### src/design/grdc_div.sv
// ----------------------------------------------------------------------------
// grdc_div
// Shared restoring divider, one quotient bit per cycle.
// ----------------------------------------------------------------------------
module grdc_div #(
    parameter int NUM_W = 33,
    parameter int DEN_W = 31
) (
    input  logic             i_clk,
    input  logic             i_rst_n,
    input  logic             i_start,
    input  logic [NUM_W-1:0] i_num,
    input  logic [DEN_W-1:0] i_den,
    output logic             o_done,
    output logic [NUM_W-1:0] o_quot
);
    localparam int CNT_W = $clog2(NUM_W + 1);

    logic             r_busy, n_busy;
    logic             r_done, n_done;
    logic [CNT_W-1:0] r_cnt, n_cnt;
    logic [NUM_W-1:0] r_q, n_q;
    logic [DEN_W-1:0] r_rem, n_rem;
    logic [DEN_W-1:0] r_den, n_den;
    logic [DEN_W:0]   rem_sh;
    logic [DEN_W+1:0] diff;

    always_comb begin
        rem_sh = {r_rem, r_q[NUM_W-1]};
        diff   = {1'b0, rem_sh} - {2'b00, r_den};
        n_busy = r_busy;
        n_done = 1'b0;
        n_cnt  = r_cnt;
        n_q    = r_q;
        n_rem  = r_rem;
        n_den  = r_den;
        if (i_start) begin
            n_busy = 1'b1;
            n_cnt  = CNT_W'(NUM_W);
            n_q    = i_num;
            n_rem  = '0;
            n_den  = i_den;
        end else if (r_busy) begin
            if (diff[DEN_W+1]) begin
                n_rem = rem_sh[DEN_W-1:0];
                n_q   = {r_q[NUM_W-2:0], 1'b0};
            end else begin
                n_rem = diff[DEN_W-1:0];
                n_q   = {r_q[NUM_W-2:0], 1'b1};
            end
            n_cnt = r_cnt - 1'b1;
            if (r_cnt == CNT_W'(1)) begin
                n_busy = 1'b0;
                n_done = 1'b1;
            end
        end
    end

    always_ff @(posedge i_clk) begin
        if (!i_rst_n) begin
            r_busy <= 1'b0;
            r_done <= 1'b0;
            r_cnt  <= '0;
        end else begin
            r_busy <= n_busy;
            r_done <= n_done;
            r_cnt  <= n_cnt;
        end
        r_q   <= n_q;
        r_rem <= n_rem;
        r_den <= n_den;
    end

    assign o_done = r_done;
    assign o_quot = r_q;
endmodule

### config.mk
export PLATFORM = sky130hd
export DESIGN_NAME = grdc_div
export DESIGN_NICKNAME = d
export VERILOG_FILES = /design/src/design/grdc_div.sv
export SDC_FILE = /design/constraint.sdc
export NUM_CORES = 1
export LEC_CHECK = 0
export BUFFER_PORTS_ARGS = -buffer_cell sky130_fd_sc_hd__buf_2
export CORE_MARGIN = 1
export CORE_UTILIZATION = 63
export CTS_BUF_LIST = sky130_fd_sc_hd__clkbuf_4 sky130_fd_sc_hd__clkbuf_8
export DETAILED_ROUTE_END_ITERATION = 6
export GPL_TIMING_DRIVEN = 0
export PLACE_DENSITY = 0.85
export SYNTH_ARGS = -nofsm -noshare
export SYNTH_HDL_FRONTEND = slang
export SYNTH_SLANG_ARGS = --single-unit
### constraint.sdc
create_clock -name i_clk -period 8.3 [get_ports i_clk]
set_clock_uncertainty 0.1 [all_clocks]
set_input_delay 0.83 -clock i_clk [delete_from_list [all_inputs] [get_ports i_clk]]
set_output_delay 0.83 -clock i_clk [all_outputs]
set_load 0.02 [all_outputs]
==> results of run 1 <==
-- final timing paths --
kind	slack (ns)	depth (start not counted)	endpoint	start
worst max-delay path	4.99	11	r_rem[25]	r_den[1]
worst min-delay path	0.42	2	r_rem[21]	r_rem[21]
worst max register to register	4.99	11	r_rem[25]	r_den[1]
worst min register to register	0.42	2	r_rem[21]	r_rem[21]
-- sequential cells by signal, indices dropped and copies added, names as in the netlist --
| signal | flops |
|---|---|
| r_den | 31 |
| o_done | 1 |
| r_cnt | 6 |
| r_rem | 31 |
| o_quot | 33 |
| r_busy | 1 |
-- worst min-delay path, cell delays in order (launching register included) --
cell	delay (ns)
dfxtp_1	0.34
nor2_1	0.09
a311oi_1	0.05
-- per-stage QoR --
step           instance area (sq um)  utilization, %
6_report                        6797           76.44
5_1_grt                         6797           76.44
4_1_cts                         6769           76.13
3_5_place_dp                    6553           73.70
3_3_place_gp                    6553           73.70
2_1_floorplan                   5917               -
-- power groups by stage --
stage	combinational (mW)	sequential (mW)	clock, mW
global route	0.346	0.623	0.367
CTS	0.310	0.618	0.351
global placement	0.295	0.626	0
finish	0.316	0.618	0.346
detailed placement	0.306	0.628	0
floorplan	0.202	0.645	0
-- cell type report --
cell class                      instances  share of cell area [%]
Buffer                                 23                   2.817
Clock buffer                           10                   2.025
Clock inverter                          6                   1.160
Sequential cell                       103                   39.76
Inverter                               40                   2.209
Tap cell                              108                   1.988
Multi-Input combinational cell        400                   42.27
Timing Repair Buffer                  101                   7.769
-- cells in the final DEF, fill, tap and decap left out, types with 8 or more instances in the layout --
master    instances
clkbuf_8         16
buf_2           100
ha_1             33
xor2_1           11
a21o_1           13
a311oi_2          9
edfxtp_1         64
mux2_2           33
xnor2_1          16
nor2_1           57
o21ai_0          14
a21oi_1          38
inv_1            40
o211ai_1         10
a311oi_1          8
nand2_1          60
nand3_1          12
dfxtp_1          39
clkbuf_1         11
-- layer usage --
layer  vias to the layer above  GRT usage [%]  routed length, um
li1                       2286              -                  -
met2                       191          52.93               7091
met1                      2271          35.92               5848
met5                         -              0                  0
met4                         0          11.60                329
met3                        41          8.227                990
-- cells by family (layout without fill, tap and decap cells) --
kind of cell / count (synthesis) / in the layout / share of synthesized area [%]
AND/OR/NAND/NOR: 170 / 170 / 13.13
buffers and inverters: 63 / 180 / 5.773
XOR/XNOR: 27 / 27 / 3.997
adder cells (fa/ha/maj): 34 / 34 / 7.317
multiplexers: 35 / 35 / 6.619
AO/OA/AOI/OAI: 134 / 134 / 17.49
flip-flops: 103 / 103 / 45.68
==> summary.md, run 1 <==
| Metric | Value |
|---|---|
| H-tree levels | `3` |
| Hold slack final | `0.4175 ns` |
| Via count | `4,789` |
| Share of layout cells above drive strength 1 | `27.67%` |
| Post-synthesis net count | `667` |
| Vias per cell | `6.054` |
| Seq pwr share | `48.3%` |
| TritonCTS Buffers | `9` |
| Cell family with most CP delay | `compound AO/OA/AOI/OAI gates` |
| Worst vdd ir | `0.1624 mV` |
| Setup CP Type | `reg -> reg` |
| Grt ovf | `0` |
| Combinational cell fraction of total power | `24.7%` |
| Psw | `402.0 uW` |
| Buffers on Ports | `100` |
| Tcrit/Tclk final | `39.86%` |
| Critical path's slowest cell | `a2111oi_0` |
| Max frequency | `0.3023 GHz` |
| Area of the multi-input gates | `2873 sq um` |
| CP startpoint kind | `flop` |
| HPWL after DPL | `10,310 um` |
| Clk_lat worst skew | `0.39 ns` |
| First-pass GRT wire length | `23,380 um` |
| Ys async rst share | `0%` |
| CP Buf/Inv Count | `1` |
| Syn Area/Cell | `10.45 sq um` |
| CP Capture Type | `flop` |
| Router iterations before antenna repair | `4` |
| Sequential area share after synthesis | `45.68%` |
| Die ar. | `9783 sq um` |
| Placed insts | `774` |
| PD cells | `188.3 nW/um^2` |
| Rows | `34` |
| Synth top area share | `32.48%` |
| Setup violators final | `0` |
| Leak | `2.946 nW` |
| Synth Register Bits | `103` |
| WL final | `14,260 um` |
| First DRT Iteration DRCs | `250` |
| Post-layout min period | `3.308 ns` |
| Vias in the first global route | `5,122` |
| Most frequent CP cell | `o31ai_1` |
| Root Buffer | `clkbuf_8` |
| Final nets | `779` |
| Most common cell in the netlist | `edfxtp_1` |
| Final Hold Violating Endpoints | `0` |
| Synth Warn # | `0` |
| Core ar. | `8891 sq um` |
| HP Class | `reg -> reg` |
| Max transition margin | `30.75%` |
| Switch share | `31.40%` |
| RSZ-0062 raised after global routing | `false` |
| CTS max path bufs | `2` |
| Commonest cells in the netlist | `edfxtp_1 (64), nand2_1 (60), nor2_1 (57)` |
| Max-slew violation count | `0` |
| Yosys top cell by area | `edfxtp_1` |
| Top_reg_cell synth | `edfxtp_1` |
| Dpl ws | `4.465 ns` |
| Number of fill cells in the layout | `598` |
| DRC | `0` |
| CTS sink count | `103` |
| Final cell count without fillers | `791` |
| Worst EP arrival | `3.52 ns` |
| I/O pin count | `101` |
| CTS tree | `yes` |
| Mapped cell area | `5917 sq um` |
| Worst path required time | `8.51 ns` |
| EDFF count, synth | `64` |
| Mapped Cells | `566` |
| Register Area | `2703 sq um` |
| Top post-synthesis cells by area | `edfxtp_1 (32%), dfxtp_1 (13%), ha_1 (7.0%)` |
| Starting density of the core | `66.55%` |
| Die width | `98.91 um` |
| Maxcap violations | `0` |
| Sequence of cells on the critical path | `inv_1 > ha_1 > nor2b_1 > o31ai_1 > a31o_2 > o21ai_2 > a2111oi_0 > o31ai_1 > xor2_1 > nand2_1 > a31oi_1` |
| Worst Tran Pin Value | `1.013 ns` |
| Tot Pwr | `1.280 mW` |
| Cts hold-fix bufs | `0` |
| Wirelength per Cell | `18.03 um` |
| Clock power share | `27.0%` |
| Worst Path Max Fanout | `4` |
| Initial antenna violation count | `0` |
| Postcts setup bufs | `0` |
| Worst setup margin | `4.992 ns` |
| Reg clk slew, reported paths | `0.10 ns` |
| Synth unique cells | `61` |
| Area delta synth->final | `14.87%` |
| Setup TNS | `0 ns` |
| GRT Resource Usage Total | `30.43%` |
| Internal power | `878.1 uW` |
| ANT cells | `0` |
| Pin count of the biggest net entering global routing | `34` |
| Post-route ant nets | `0` |
| Peak per-stage delay on the critical path | `0.89 ns` |
| Cts repair resizes | `0` |
| Die height | `98.91 um` |
| GP Congestion | `0.9538` |
| Status | `complete, no violations` |
No activity file was read; power rests on OpenSTA's default activity.
==> run 2, diff against run 1 <==
--- a/config.mk
+++ b/config.mk
@@ -5,13 +5,14 @@
 export SDC_FILE = /design/constraint.sdc
 export NUM_CORES = 1
 export LEC_CHECK = 0
+export ABC_AREA = 1
 export BUFFER_PORTS_ARGS = -buffer_cell sky130_fd_sc_hd__buf_2
 export CORE_MARGIN = 1
-export CORE_UTILIZATION = 63
+export CORE_UTILIZATION = 54
 export CTS_BUF_LIST = sky130_fd_sc_hd__clkbuf_4 sky130_fd_sc_hd__clkbuf_8
 export DETAILED_ROUTE_END_ITERATION = 6
 export GPL_TIMING_DRIVEN = 0
-export PLACE_DENSITY = 0.85
+export PLACE_DENSITY = 0.76
 export SYNTH_ARGS = -nofsm -noshare
 export SYNTH_HDL_FRONTEND = slang
 export SYNTH_SLANG_ARGS = --single-unit
==> constraint.sdc (replaced) <==
create_clock -name i_clk -period 2.9 [get_ports i_clk]
set_clock_uncertainty 0.1 [all_clocks]
set_input_delay 0.29 -clock i_clk [delete_from_list [all_inputs] [get_ports i_clk]]
set_output_delay 0.29 -clock i_clk [all_outputs]
set_load 0.02 [all_outputs]
==> summary.md, run 2 <==
| Metric | Value |
|---|---|
| Tcrit/Tclk final | `92.14%` |
| CTS sink count | `103` |
| Final nets | `1,225` |
| Via count | `6,286` |
| Setup CP Type | `reg -> reg` |
| Grt ovf | `0` |
| Synth top area share | `28.48%` |
| Wirelength per Cell | `13.00 um` |
| Starting density of the core | `55.71%` |
| Status | `complete, no violations` |
| Synth unique cells | `38` |
| Max-slew violation count | `0` |
| Worst EP arrival | `2.88 ns` |
| I/O pin count | `101` |
| Sequential area share after synthesis | `40.05%` |
| Synth Register Bits | `103` |
| Die height | `113.8 um` |
| Largest family of logic cells by synthesized area | `simple AND/OR/NAND/NOR gates` |
| TritonCTS Buffers | `9` |
| Setup violators final | `0` |
| HPWL after DPL | `12,870 um` |
| CTS tree | `yes` |
| Top_reg_cell synth | `edfxtp_1` |
| Placed cell areas | `7480 sq um` |
| Worst path required time | `3.11 ns` |
| XOR/XNOR Fraction of Synth Area | `1.558%` |
| Number of fill cells in the layout | `1,141` |
| H-tree levels | `3` |
| Die width | `113.8 um` |
| DRC | `0` |
| Worst vdd ir | `0.3708 mV` |
| CTS max path bufs | `2` |
| Worst Path Max Fanout | `10` |
| Synth Warn # | `0` |
| Reg clk slew, reported paths | `0.11 ns` |
| GP Congestion | `0.9666` |
| Yosys top cell by area | `edfxtp_1` |
| Max frequency | `0.3743 GHz` |
| Post-route ant nets | `0` |
| RSZ-0062 raised after global routing | `false` |
| Max reg flops | `33` |
| Commonest cells after routing, fill and taps aside | `nand2_1 (398), inv_1 (191), buf_2 (105)` |
| Design area | `8010 sq um` |
| Final core occ | `66.14%` |
| Mux cell area share after synthesis | `0%` |
| Critical path's slowest cell | `fa_1` |
| GRT Resource Usage Total | `27.96%` |
| PD cells | `405.2 nW/um^2` |
| Root Buffer | `clkbuf_8` |
| Vias in the first global route | `5,954` |
| Reg-to-reg startpoint | `o_quot[32]` |
| Ys async rst share | `0%` |
| CP Capture Type | `flop` |
| Rows | `40` |
| Worst reg2reg setup slack | `0.23 ns` |
| Most frequent CP cell | `nand2_1` |
| Post-layout min period | `2.672 ns` |
| Mapped cell area | `6748 sq um` |
| Pin count of the biggest net entering global routing | `35` |
| Post-synthesis compound-gate area fraction | `3.338%` |
| Max transition margin | `47.77%` |
| Placed insts | `1,250` |
| Terminus of the critical flop-to-flop path | `r_rem[21]` |
| Router iterations before antenna repair | `7` |
| First-pass GRT wire length | `28,150 um` |
| Share of layout cells above drive strength 1 | `13.20%` |
| Peak per-stage delay on the critical path | `0.43 ns` |
| Mapped Cells | `981` |
| Sequence of cells on the critical path | `inv_1 > ha_1 > fa_1 > inv_2 > nand3_1 > nand2_2 > nand2_1 > nand2_1 > nand2_1 > nand2_2 > nand2_4 > nand2_4 > buf_6 > nand3_1 > nand3_1 > nand2_1` |
| EDFF count, synth | `64` |
| Commonest cells in the netlist | `nand2_1 (399), inv_1 (192), nand3_1 (83)` |
| Initial antenna violation count | `0` |
| Worst Tran Pin Value | `0.7835 ns` |
| First DRT Iteration DRCs | `347` |
| Leading cell type in the layout, fill and taps excluded | `nand2_1` |
| WL final | `16,860 um` |
| Clk_lat worst skew | `0.40 ns` |
| Final cell count without fillers | `1,297` |
| Dpl ws | `0.04671 ns` |
| Hold slack final | `0.05263 ns` |
| Vias per cell | `4.847` |
| CP startpoint kind | `flop` |
| Area delta synth->final | `18.71%` |
| Final Hold Violating Endpoints | `0` |
| Worst R2R Path Depth | `16` |
| Core ar. | `12,110 sq um` |
| Worst setup margin | `0.2281 ns` |
| Maxcap violations | `0` |
| Die ar. | `12,950 sq um` |
| Syn Area/Cell | `6.878 sq um` |
| Leak | `4.411 nW` |
| Top post-synthesis cells by area | `edfxtp_1 (28%), nand2_1 (22%), dfxtp_1 (12%)` |
| WHS Path Cells | `3` |
| Min-delay src | `i_num[8]` |
| Synth Area in Adders | `6.416%` |
| HP Class | `in -> reg` |
| Post-synthesis simple-gate area fraction | `36.03%` |
| Most common cell in the netlist | `nand2_1` |
| Hold path endpoint | `o_quot[8]` |
| Post-synthesis net count | `1,082` |
| ANT cells | `0` |
| Buffers on Ports | `100` |
-- run 2: cell types whose count changed in the layout (fill, tap and decap cells not counted), sizes merged, moves of 8 or more --
cell         previous run  this run
nand3                  13        83
dlygate4sd3             0        31
nand2                  60       407
a311oi                 17         0
nand3b                  1        18
mux2                   33         0
inv                    45       197
a21o                   13         1
nor2                   57        49
o211ai                 10         0
a21oi                  40        18
xor2                   11         2
-- run 2: worst max-delay path by stage --
| stage | from | end | slack, ns | cells past startpoint |
|---|---|---|---|---|
| after floorplan | o_quot[32] | r_rem[11] | 0.50 | 16 |
| after global placement | i_start | o_quot[4] | -1.08 | 5 |
| after detailed placement | i_start | o_quot[4] | 0.05 | 6 |
| after CTS | o_quot[32] | r_rem[21] | 0.19 | 16 |
| after global routing | o_quot[32] | r_rem[21] | 0.02 | 16 |
| final | o_quot[32] | r_rem[21] | 0.23 | 16 |
-- run 2: metal layers --
| metal | share of wire, % | GRT usage, % | wire, um | vias up |
|---|---|---|---|---|
| li1 | - | - | - | 3295 |
| met1 | 48 | 37.35 | 8108 | 2788 |
| met2 | 44 | 46.30 | 7457 | 183 |
| met3 | 6.1 | 6.004 | 1029 | 20 |
| met4 | 1.5 | 7.186 | 261 | 0 |
| met5 | 0 | 0 | 0 | - |
-- run 2: worst max-delay path: cells and delay by family (launching register included) --
family | cells | cell delay, ns
simple gates | 11 | 1.14
fa+ha+maj | 2 | 0.65
flops | 1 | 0.37
buf+inv | 3 | 0.33
-- run 2: what timing repair did --
item                                    in CTS  in global routing
endpoints found under the setup margin       0                  4
resized for setup                            0                  2
setup buffers                                0                  0
hold buffers                                31                  0
endpoints found under the hold margin       31                  0
-- run 2: final cells by class --
cell class,instances,area [sq um],share of cell area [%]
well taps,168,210.2,2.624
clock buffers,11,145.1,1.812
repair buffers,132,830.8,10.37
plain buffers,21,120.1,1.500
inverters,195,732.0,9.138
flip-flops and latches,103,2703,33.74
multi-input cells,662,3197,39.91
clock inverters,5,72.57,0.9060
-- run 2: through the flow --
| step | power, mW | setup TNS, ns |
|---|---|---|
| finish | 3.246 | 0 |
| global route | 3.382 | 0 |
| CTS | 3.262 | 0 |
| detailed placement | 2.244 | 0 |
| global placement | 2.231 | -44.20 |
| floorplan | 2.061 | 0 |
-- run 2: power breakdown --
group          internal (mW)  leakage (nW)  switching (mW)
registers               1.67         0.957          0.0455
logic                  0.201          3.34           0.336
clock network          0.449         0.111           0.548
-- run 2: kinds of logic (layout without fill, tap and decap cells) --
logic type      after synthesis  after routing
simple gates                575            575
flops                       103            103
buf+inv                     216            364
fa+ha+maj                    34             34
xor+xnor                     12             12
compound gates               41             41
==> run 3, diff against run 2 <==
--- a/config.mk
+++ b/config.mk
@@ -8,11 +8,11 @@
 export ABC_AREA = 1
 export BUFFER_PORTS_ARGS = -buffer_cell sky130_fd_sc_hd__buf_2
 export CORE_MARGIN = 1
-export CORE_UTILIZATION = 54
+export CORE_UTILIZATION = 60
 export CTS_BUF_LIST = sky130_fd_sc_hd__clkbuf_4 sky130_fd_sc_hd__clkbuf_8
 export DETAILED_ROUTE_END_ITERATION = 6
 export GPL_TIMING_DRIVEN = 0
-export PLACE_DENSITY = 0.76
+export PLACE_DENSITY = 0.8
 export SYNTH_ARGS = -nofsm -noshare
 export SYNTH_HDL_FRONTEND = slang
 export SYNTH_SLANG_ARGS = --single-unit
==> constraint.sdc (replaced) <==
create_clock -name i_clk -period 3.07 [get_ports i_clk]
set_clock_uncertainty 0.1 [all_clocks]
set_input_delay 0.307 -clock i_clk [delete_from_list [all_inputs] [get_ports i_clk]]
set_output_delay 0.307 -clock i_clk [all_outputs]
set_load 0.02 [all_outputs]
==> summary.md, run 3 (same netlist as run 2, synthesis figures left out) <==
| Metric | Value |
|---|---|
| Status | `complete, no violations` |
| Dpl ws | `0.08726 ns` |
| Starting density of the core | `61.97%` |
| Combinational cell fraction of total power | `16.3%` |
| Worst EP arrival | `2.90 ns` |
| GRT Resource Usage Total | `30.01%` |
| GP Congestion | `0.9974` |
| Area delta synth->final | `18.47%` |
| Leading cell type in the layout, fill and taps excluded | `nand2_1` |
| First DRT Iteration DRCs | `433` |
| Setup violators final | `0` |
| TritonCTS Buffers | `9` |
| Max frequency | `0.3691 GHz` |
| Die ar. | `11,670 sq um` |
| Worst Path Max Fanout | `10` |
| Seq pwr share | `51.9%` |
| Buffers on Ports | `100` |
| Max-slew violation count | `0` |
| Die width | `108.1 um` |
| CP Capture Type | `flop` |
| Setup CP Type | `reg -> reg` |
| CTS max path bufs | `2` |
| Postcts setup bufs | `0` |
| Leak | `4.423 nW` |
| HP Class | `in -> reg` |
| PD cells | `389.9 nW/um^2` |
| Pin count of the biggest net entering global routing | `33` |
| Max transition margin | `49.52%` |
| Initial antenna violation count | `0` |
| Clk_lat worst skew | `0.39 ns` |
| CTS sink count | `103` |
| CTS tree | `yes` |
| Clock power share | `31.8%` |
| Worst Tran Pin Value | `0.7572 ns` |
| Post-route ant nets | `0` |
| DRC | `0` |
| First-pass GRT wire length | `27,090 um` |
| Worst path required time | `3.26 ns` |
| HPWL after DPL | `12,550 um` |
| Wirelength per Cell | `12.99 um` |
| Core ar. | `10,890 sq um` |
| Share of layout cells above drive strength 1 | `13.02%` |
| Worst vdd ir | `0.3522 mV` |
| Max reg flops | `33` |
| Final core occ | `73.42%` |
| Post-layout min period | `2.709 ns` |
| Root Buffer | `clkbuf_8` |
| H-tree levels | `3` |
| Die height | `108.1 um` |
| CP startpoint kind | `flop` |
| Router iterations before antenna repair | `5` |
| Grt ovf | `0` |
| Commonest cells after routing, fill and taps aside | `nand2_1 (399), inv_1 (192), buf_2 (105)` |
| Worst reg2reg setup slack | `0.36 ns` |
| I/O pin count | `101` |
| Vias per cell | `5.023` |
| Via count | `6,374` |
| RSZ-0062 raised after global routing | `false` |
| WL final | `16,490 um` |
| Worst setup margin | `0.3605 ns` |
| Switch share | `27.83%` |
| Reg clk slew, reported paths | `0.11 ns` |
| ANT cells | `0` |
| Vias in the first global route | `5,905` |
| Maxcap violations | `0` |
| Final nets | `1,225` |
| Final Hold Violating Endpoints | `0` |
| Tcrit/Tclk final | `88.26%` |
| Internal power | `2.249 mW` |
| Psw | `867.4 uW` |
| Rows | `38` |
run 3: worst paths after layout:
kind,endpoint,start,cells after the start
worst max register to register,r_rem[21],o_quot[32],16
worst max-delay path,r_rem[21],o_quot[32],16
worst min register to register,r_rem[17],r_rem[17],2
worst min-delay path,o_quot[24],i_num[24],3
run 3: through the flow:
step | TNS (ns) | area [sq um] | cells | hold WS [ns] | power (mW)
global placement | -35.16 | 7423 | 1221 | 0.3578 | 2.107
detailed placement | 0 | 7452 | 1222 | 0.3612 | 2.121
floorplan | 0 | 6748 | 981 | 0.3059 | 1.947
finish | 0 | 7994 | 1269 | 0.07589 | 3.116
CTS | 0 | 7994 | 1269 | 0.05567 | 3.128
global route | 0 | 7994 | 1269 | 0.06928 | 3.237
run 3: routing by layer:
| layer | up-vias | GRT usage [%] | part of all wire (%) |
|---|---|---|---|
| met2 | 209 | 49.64 | 45 |
| met1 | 2829 | 39.12 | 46 |
| met5 | - | 0 | 0 |
| li1 | 3306 | - | - |
| met4 | 0 | 9.198 | 2.3 |
| met3 | 30 | 6.631 | 7.1 |
run 3: power by group through the flow:
stage | clock network, mW | logic [mW] | registers, mW
finish | 0.990 | 0.509 | 1.62
global route | 1.04 | 0.566 | 1.63
CTS | 1.00 | 0.507 | 1.62
detailed placement | 0 | 0.477 | 1.64
global placement | 0 | 0.459 | 1.65
floorplan | 0 | 0.246 | 1.70
run 3: timing repair:
item | CTS | global route
gates resized for setup | 0 | 0
hold endpoints to repair | 31 | 0
hold buffers | 31 | 0
run 3: cell type report:
cell class / count / area (sq um)
buffer: 21 / 120.1
inverter: 195 / 732.0
timing repair buffer: 132 / 838.3
fill: 913 / 2894
clock inverter: 6 / 100.1
multi-input combinational: 662 / 3194
tap: 140 / 175.2
clock buffer: 10 / 131.4
sequential: 103 / 2703
run 3: critical path, stage by stage (launching register included):
cell	delay, ns
edfxtp_1	0.37
inv_1	0.07
ha_1	0.23
fa_1	0.41
inv_1	0.13
nand3_1	0.08
nand2_1	0.15
nand2_1	0.06
nand2_1	0.14
nand2_1	0.11
nand2_2	0.10
nand2_4	0.10
nand2_4	0.11
buf_6	0.17
nand3_1	0.14
nand3_1	0.10
nand2_1	0.05
